`src/rtl/core/grc_pkg.sv`:
```
// ----------------------------------------------------------------------------
// grc_pkg: shared types and constants
// Status codes, geometry limits, command and status structs for the
// rectangle cover unit.
// ----------------------------------------------------------------------------
package grc_pkg;

	localparam int MAX_WIDTH  = 64;
	localparam int MAX_HEIGHT = 64;
	localparam int MAX_KEYS   = 16;
	localparam int CELLS      = MAX_WIDTH * MAX_HEIGHT;
	localparam int AW         = $clog2(CELLS);
	localparam int CW         = $clog2(CELLS + 1);
	localparam int XW         = $clog2(MAX_WIDTH + 1);
	localparam int YW         = $clog2(MAX_HEIGHT + 1);

	localparam logic [1:0] KIND_LOAD  = 2'd0;
	localparam logic [1:0] KIND_FETCH = 2'd1;
	localparam logic [1:0] KIND_START = 2'd2;

	localparam logic [1:0] ST_RECT       = 2'd0;
	localparam logic [1:0] ST_DONE       = 2'd1;
	localparam logic [1:0] ST_UNKNOWN    = 2'd2;
	localparam logic [1:0] ST_INCOMPLETE = 2'd3;

	localparam logic [2:0] REG_WIDTH     = 3'd0;
	localparam logic [2:0] REG_HEIGHT    = 3'd1;
	localparam logic [2:0] REG_KEY_COUNT = 3'd2;
	localparam logic [2:0] REG_KEYS_LOW  = 3'd3;
	localparam logic [2:0] REG_KEYS_HIGH = 3'd4;
	localparam logic [2:0] REG_BLANK     = 3'd5;

	// datapath operations requested by the controller
	typedef enum logic [3:0] {
		OP_NONE,
		OP_CLEAR,      // clear covered entry at clr counter
		OP_ALIGN_SET,  // reload raster position from scan position
		OP_ALIGN_STEP, // take one row off the raster position
		OP_SEED_RD,    // issue reads at scan position
		OP_SEED_CHK,   // evaluate seed
		OP_RUN_RD,     // read cell right of run
		OP_RUN_CHK,
		OP_ROW_RD,     // read cell in candidate row
		OP_ROW_CHK,
		OP_MARK_SET,   // rewind to the top left cell for marking
		OP_MARK        // mark one cell of rectangle covered
	} op_t;

	typedef struct packed {
		op_t op;
	} cmd_t;

	typedef struct packed {
		logic clear_last;   // clearing sweep at last entry
		logic scan_end;     // scan position reached total
		logic misaligned;   // raster position built for another width
		logic align_more;   // raster column still past the row
		logic seed_skip;    // seed covered or blank
		logic run_in;       // cell right of run lies inside the row
		logic same;         // probed cell free and of the seed's index
		logic row_can;      // another row exists below
		logic mark_last;    // last cell of rectangle
	} stat_t;

endpackage

```
`src/rtl/core/grc_ctrl.sv`:
```
// ----------------------------------------------------------------------------
// grc_ctrl: command sequencer
// Accepts items, runs clearing sweep and the fetch walk, issues the result.
// ----------------------------------------------------------------------------
module grc_ctrl
	import grc_pkg::*;
(
	input  logic       clk,
	input  logic       arst_n,
	input  logic       start,
	input  logic [1:0] kind,
	output logic       busy,
	output logic       load_en,
	output logic       start_en,
	output cmd_t       cmd,
	input  stat_t      stat,
	input  logic       full,
	input  logic       unknown,
	output logic       done,
	output logic [1:0] status
);
	localparam logic [3:0] S_CLEAR   = 4'd0;
	localparam logic [3:0] S_IDLE    = 4'd1;
	localparam logic [3:0] S_SEED_RD = 4'd2;
	localparam logic [3:0] S_SEED    = 4'd3;
	localparam logic [3:0] S_RUN_RD  = 4'd4;
	localparam logic [3:0] S_RUN     = 4'd5;
	localparam logic [3:0] S_ROW_RD  = 4'd6;
	localparam logic [3:0] S_ROW     = 4'd7;
	localparam logic [3:0] S_MARK    = 4'd8;
	localparam logic [3:0] S_ALIGN   = 4'd9;

	logic [3:0] state_q, state_d;
	logic       acc;

	assign busy     = state_q != S_IDLE;
	assign acc      = start && !busy;
	assign load_en  = acc && kind == KIND_LOAD;
	assign start_en = acc && kind == KIND_START;

	always_comb begin
		state_d = state_q;
		cmd.op  = OP_NONE;
		done    = 1'b0;
		status  = ST_RECT;
		unique case (state_q)
			S_CLEAR: begin
				cmd.op = OP_CLEAR;
				if (stat.clear_last) state_d = S_IDLE;
			end
			S_IDLE: begin
				if (acc && kind == KIND_START) begin
					state_d = S_CLEAR;
				end else if (acc && kind == KIND_FETCH) begin
					if (!full) begin
						done = 1'b1; status = ST_INCOMPLETE;
					end else if (unknown) begin
						done = 1'b1; status = ST_UNKNOWN;
					end else begin
						state_d = S_SEED_RD;
					end
				end
			end
			S_SEED_RD: begin
				if (stat.scan_end) begin
					done = 1'b1; status = ST_DONE; state_d = S_IDLE;
				end else if (stat.misaligned) begin
					cmd.op = OP_ALIGN_SET; state_d = S_ALIGN;
				end else begin
					cmd.op = OP_SEED_RD; state_d = S_SEED;
				end
			end
			S_ALIGN: begin
				if (stat.align_more) cmd.op = OP_ALIGN_STEP;
				else state_d = S_SEED_RD;
			end
			S_SEED: begin
				cmd.op = OP_SEED_CHK;
				state_d = stat.seed_skip ? S_SEED_RD : S_RUN_RD;
			end
			S_RUN_RD: begin
				if (stat.run_in) begin
					cmd.op = OP_RUN_RD; state_d = S_RUN;
				end else begin
					state_d = S_ROW_RD;
				end
			end
			S_RUN: begin
				cmd.op = OP_RUN_CHK;
				state_d = stat.same ? S_RUN_RD : S_ROW_RD;
			end
			S_ROW_RD: begin
				if (stat.row_can) begin
					cmd.op = OP_ROW_RD; state_d = S_ROW;
				end else begin
					cmd.op = OP_MARK_SET; state_d = S_MARK;
				end
			end
			S_ROW: begin
				if (stat.same) begin
					cmd.op = OP_ROW_CHK; state_d = S_ROW_RD;
				end else begin
					cmd.op = OP_MARK_SET; state_d = S_MARK;
				end
			end
			S_MARK: begin
				cmd.op = OP_MARK;
				if (stat.mark_last) begin
					done = 1'b1; status = ST_RECT; state_d = S_IDLE;
				end
			end
			default: state_d = S_IDLE;
		endcase
	end

	always_ff @(posedge clk or negedge arst_n) begin
		if (!arst_n) state_q <= S_CLEAR;
		else state_q <= state_d;
	end
endmodule

```
`config.mk`:
```
export PLATFORM = sky130hd
export DESIGN_NAME = grc_ctrl
export DESIGN_NICKNAME = d
export VERILOG_FILES = /design/src/rtl/core/grc_pkg.sv /design/src/rtl/core/grc_ctrl.sv
export SDC_FILE = /design/constraint.sdc
export NUM_CORES = 1
export LEC_CHECK = 0
export BUFFER_PORTS_ARGS = -buffer_cell sky130_fd_sc_hd__buf_4
export CAP_MARGIN = 20
export CORE_AREA = 2 2 39 41
export CTS_CLUSTER_DIAMETER = 30
export CTS_CLUSTER_SIZE = 24
export DETAILED_ROUTE_END_ITERATION = 12
export DIE_AREA = 0 0 41 43
export GPL_TIMING_DRIVEN = 1
export HOLD_SLACK_MARGIN = 0.05
export PLACE_DENSITY = 0.73
export SLEW_MARGIN = 20
export SYNTH_ARGS = -nofsm -noshare
export SYNTH_HDL_FRONTEND = slang
export SYNTH_SLANG_ARGS = --single-unit
```
`constraint.sdc`:
```
create_clock -name clk -period 2.2 [get_ports clk]
set_input_delay 0.22 -clock clk [delete_from_list [all_inputs] [get_ports clk]]
set_output_delay 0.22 -clock clk [all_outputs]
set_load 0.03 [all_outputs]
```
==> flow_summary.toml <==
[floorplanning]
die_area_um2 = 1760
ios = 26
die_x_um = 41
core_area_um2 = 1380
die_y_um = 43
row_count = 14
initial_core_util = 0.403

[pwr]
switching_share = 0.512
pwr-share-comb = 0.791
clockPowerShare = 0.095
irDropWorstVdd_v = 0.000576
switching_power_uw = 546
leakagePower_nw = 0.369
seq_power_share = 0.114
p_per_area_nw_per_um2 = 1330
p_int_uw = 520

[clocking]
clk_path_buf_depth = 2
root_buffer = "clkbuf_4"
clk_pin_slew_ns = 0.05
cts_sinks = 4
clock_latency_ns = 0.25
cts_tree = "yes"
htreeDepth = 1
cts_buffers = 3

[sta]
fmax_mhz = 486
setup_viol = 0
period_minus_slack_ns = 2.06
setup_tns_ns = 0
slew-limit-headroom = 0.739
maxSlewViolCount = 0
hold_viol = 0
fin_skew_ns = 0.0102
worst_pin_slew_ns = 0.381
rsz0062_at_grt = "false"
fin_crit_sh = 0.934

[drt]
wl_per_cell_um = 13.1
drt-vias-per-instance = 5.73
drc = 0
vias = 693
drtIter0Drc = 25
postRouteAntennaNets = 0
drt-pass1-iter-count = 5
totalWireLength_mm = 1.59

[finish]
largest_reg_flops = 4
fin_nets = 123
top_register = "state_q"
fillers = 145
antenna_cells = 0
fin_util = 0.579
area_growth_pct = 43.5
top_regs = "state_q x4"
drive_above_1_share = 0.352
regArea_um2 = 101
multi_input_comb_area_um2 = 418

[logic_synthesis]
yosys.cell_types.count = 36
synth_warnings = 0
ys_seq_area_frac = 0.179
synth_compound_area_frac = 0.339
syn_avg_cell_area_um2 = 7.25
synth_mux_area_frac = 0.0179
synth_area_um2 = 558
synth_top_family_by_area = "simple AND/OR/NAND/NOR gates"
ys_seq_elements = 4
syn_inst = 77
syn_nets = 93
synth-simple-area-share = 0.392
synth_fa_ha_area_frac = 0
yosys.area_share.xor_xnor = 0

[grt]
grt_use_total = 0.210
grt_pass1_wl_mm = 2.49
grt_max_degree = 18
grt-ovfl-total = 0
antenna_found_initial = 0
grt_pass1_vias = 608

[placement]
dp_hpwl_mm = 1.21
gp_congestion = 0.925
port_buffers = 25

[worst_setup_path]
r2r_slack_ns = 0.58
cp-end-kind = "primary output"
cp-start-kind = "flip-flop"
cp.required_ns = 1.98
reg2reg_depth = 5
crit_arrival_ns = 1.84
worstPathMaxFanout = 4
crit_type = "flip-flop to primary output"

[flow_run]
cap_violations = 0

[outcome]
outcome = "finished, final reports clean"

[worst_hold_path]
hp-class = "primary input to asynchronous set/reset pin"
-- synthesized netlist by cell type (all sizes together) --
library cell  n  area, um^2
a2111oi       2        17.5
a21o          1        7.51
a21oi         3        15.0
a22o          2        17.5
a22oi         1        7.51
a2bb2oi       1        8.76
a31oi         1        6.26
and2b         1        7.51
and3          1        6.26
and4b         1        10.0
buf           3        21.3
clkbuf        2        7.51
dfrtp         4         100
inv           3        11.3
mux2i         1        10.0
nand2         8        30.0
nand2b        3        26.3
nand3         3        15.0
nand3b        2        15.0
nand4b        1        8.76
nor2          7        26.3
nor2b         5        31.3
nor3          2        10.0
nor3b         1        12.5
nor4          1        6.26
o21a          1        7.51
o21ai         8        40.0
o21bai        1        7.51
o221ai        1        15.0
o22ai         2        12.5
o2bb2ai       1        8.76
o311a         1        10.0
o31ai         1        7.51
or4b          1        13.8
-- final timing paths --
check | end | startpoint
max in group asynchronous | state_q[2] | arst_n
min | state_q[1] | arst_n
max | status[0] | state_q[1]
max reg2reg | state_q[1] | state_q[3]
min reg2reg | state_q[2] | state_q[3]
min in group clk | state_q[2] | stat[1]
-- timing repair --
item / in CTS / in global routing
endpoints found under the setup margin: 2 / 2
hold buffers: 1 / 0
hold endpoints to repair: 4 / 0
resized for setup: 1 / 0
buffers inserted: 0 / 1
-- metal layers --
| metal | vias up | wire, um | GRT usage | part of all wire |
|---|---|---|---|---|
| met4 | 0 | 34 | 0.153 | 0.021 |
| met1 | 317 | 621 | 0.234 | 0.39 |
| li1 | 346 | - | - | - |
| met2 | 27 | 825 | 0.344 | 0.52 |
| met5 | - | 0 | 0 | 0 |
| met3 | 3 | 108 | 0.0209 | 0.068 |
-- cell usage in the layout (no fill, tap or decap), types with 2 or more instances in the layout --
cell	synthesis	layout
clkbuf_4	0	3
nand2_1	8	8
a22o_1	2	2
buf_4	0	29
nor3_1	2	2
o21ai_0	8	8
dfrtp_1	4	3
nand2b_1	2	2
nand3b_1	2	2
o22ai_1	2	2
a21oi_1	3	3
inv_1	3	3
nor2b_1	5	5
nor2_1	7	7
a2111oi_0	2	2
nand3_1	3	3
-- worst max-delay path, cell delays in order (launching register included) --
cell and delay, ns:
dfrtp_2 0.39, or4b_4 0.56, nor3b_2 0.19, nand2_1 0.10
o21ai_0 0.16, buf_4 0.19
-- power by group through the flow --
stage / Clock, mW / Combinational [mW] / Sequential [mW]
2_1_floorplan: 0 / 0.608 / 0.126
3_3_place_gp: 0 / 0.814 / 0.132
3_5_place_dp: 0 / 0.817 / 0.134
4_1_cts: 0.105 / 0.820 / 0.135
5_1_grt: 0.105 / 0.918 / 0.124
6_report: 0.101 / 0.844 / 0.121
-- through the flow --
stage	cell area [um^2]	std cells	total power [mW]	setup slack, ns	hold slack, ns
after floorplan	558	77	0.734	-0.0674	-0.0756
final	801	121	1.07	0.144	0.298
after CTS	793	120	1.06	0.000784	0.288
after global routing	801	121	1.15	0.0404	0.321
after detailed placement	759	116	0.951	0.239	0.0186
after global placement	759	116	0.946	0.313	0.0147
-- kinds of logic after synthesis --
group / count (synthesis)
simple gates: 37
flops: 4
buf+inv: 8
mux: 1
compound gates: 27
-- cell type report --
type	count	area share
Multi-Input combinational cell	65	0.522
Timing Repair Buffer	30	0.284
Sequential cell	4	0.127
Clock buffer	3	0.0281
Tap cell	16	0.0250
Inverter	3	0.0141
No activity file was read; power rests on OpenSTA's default activity.
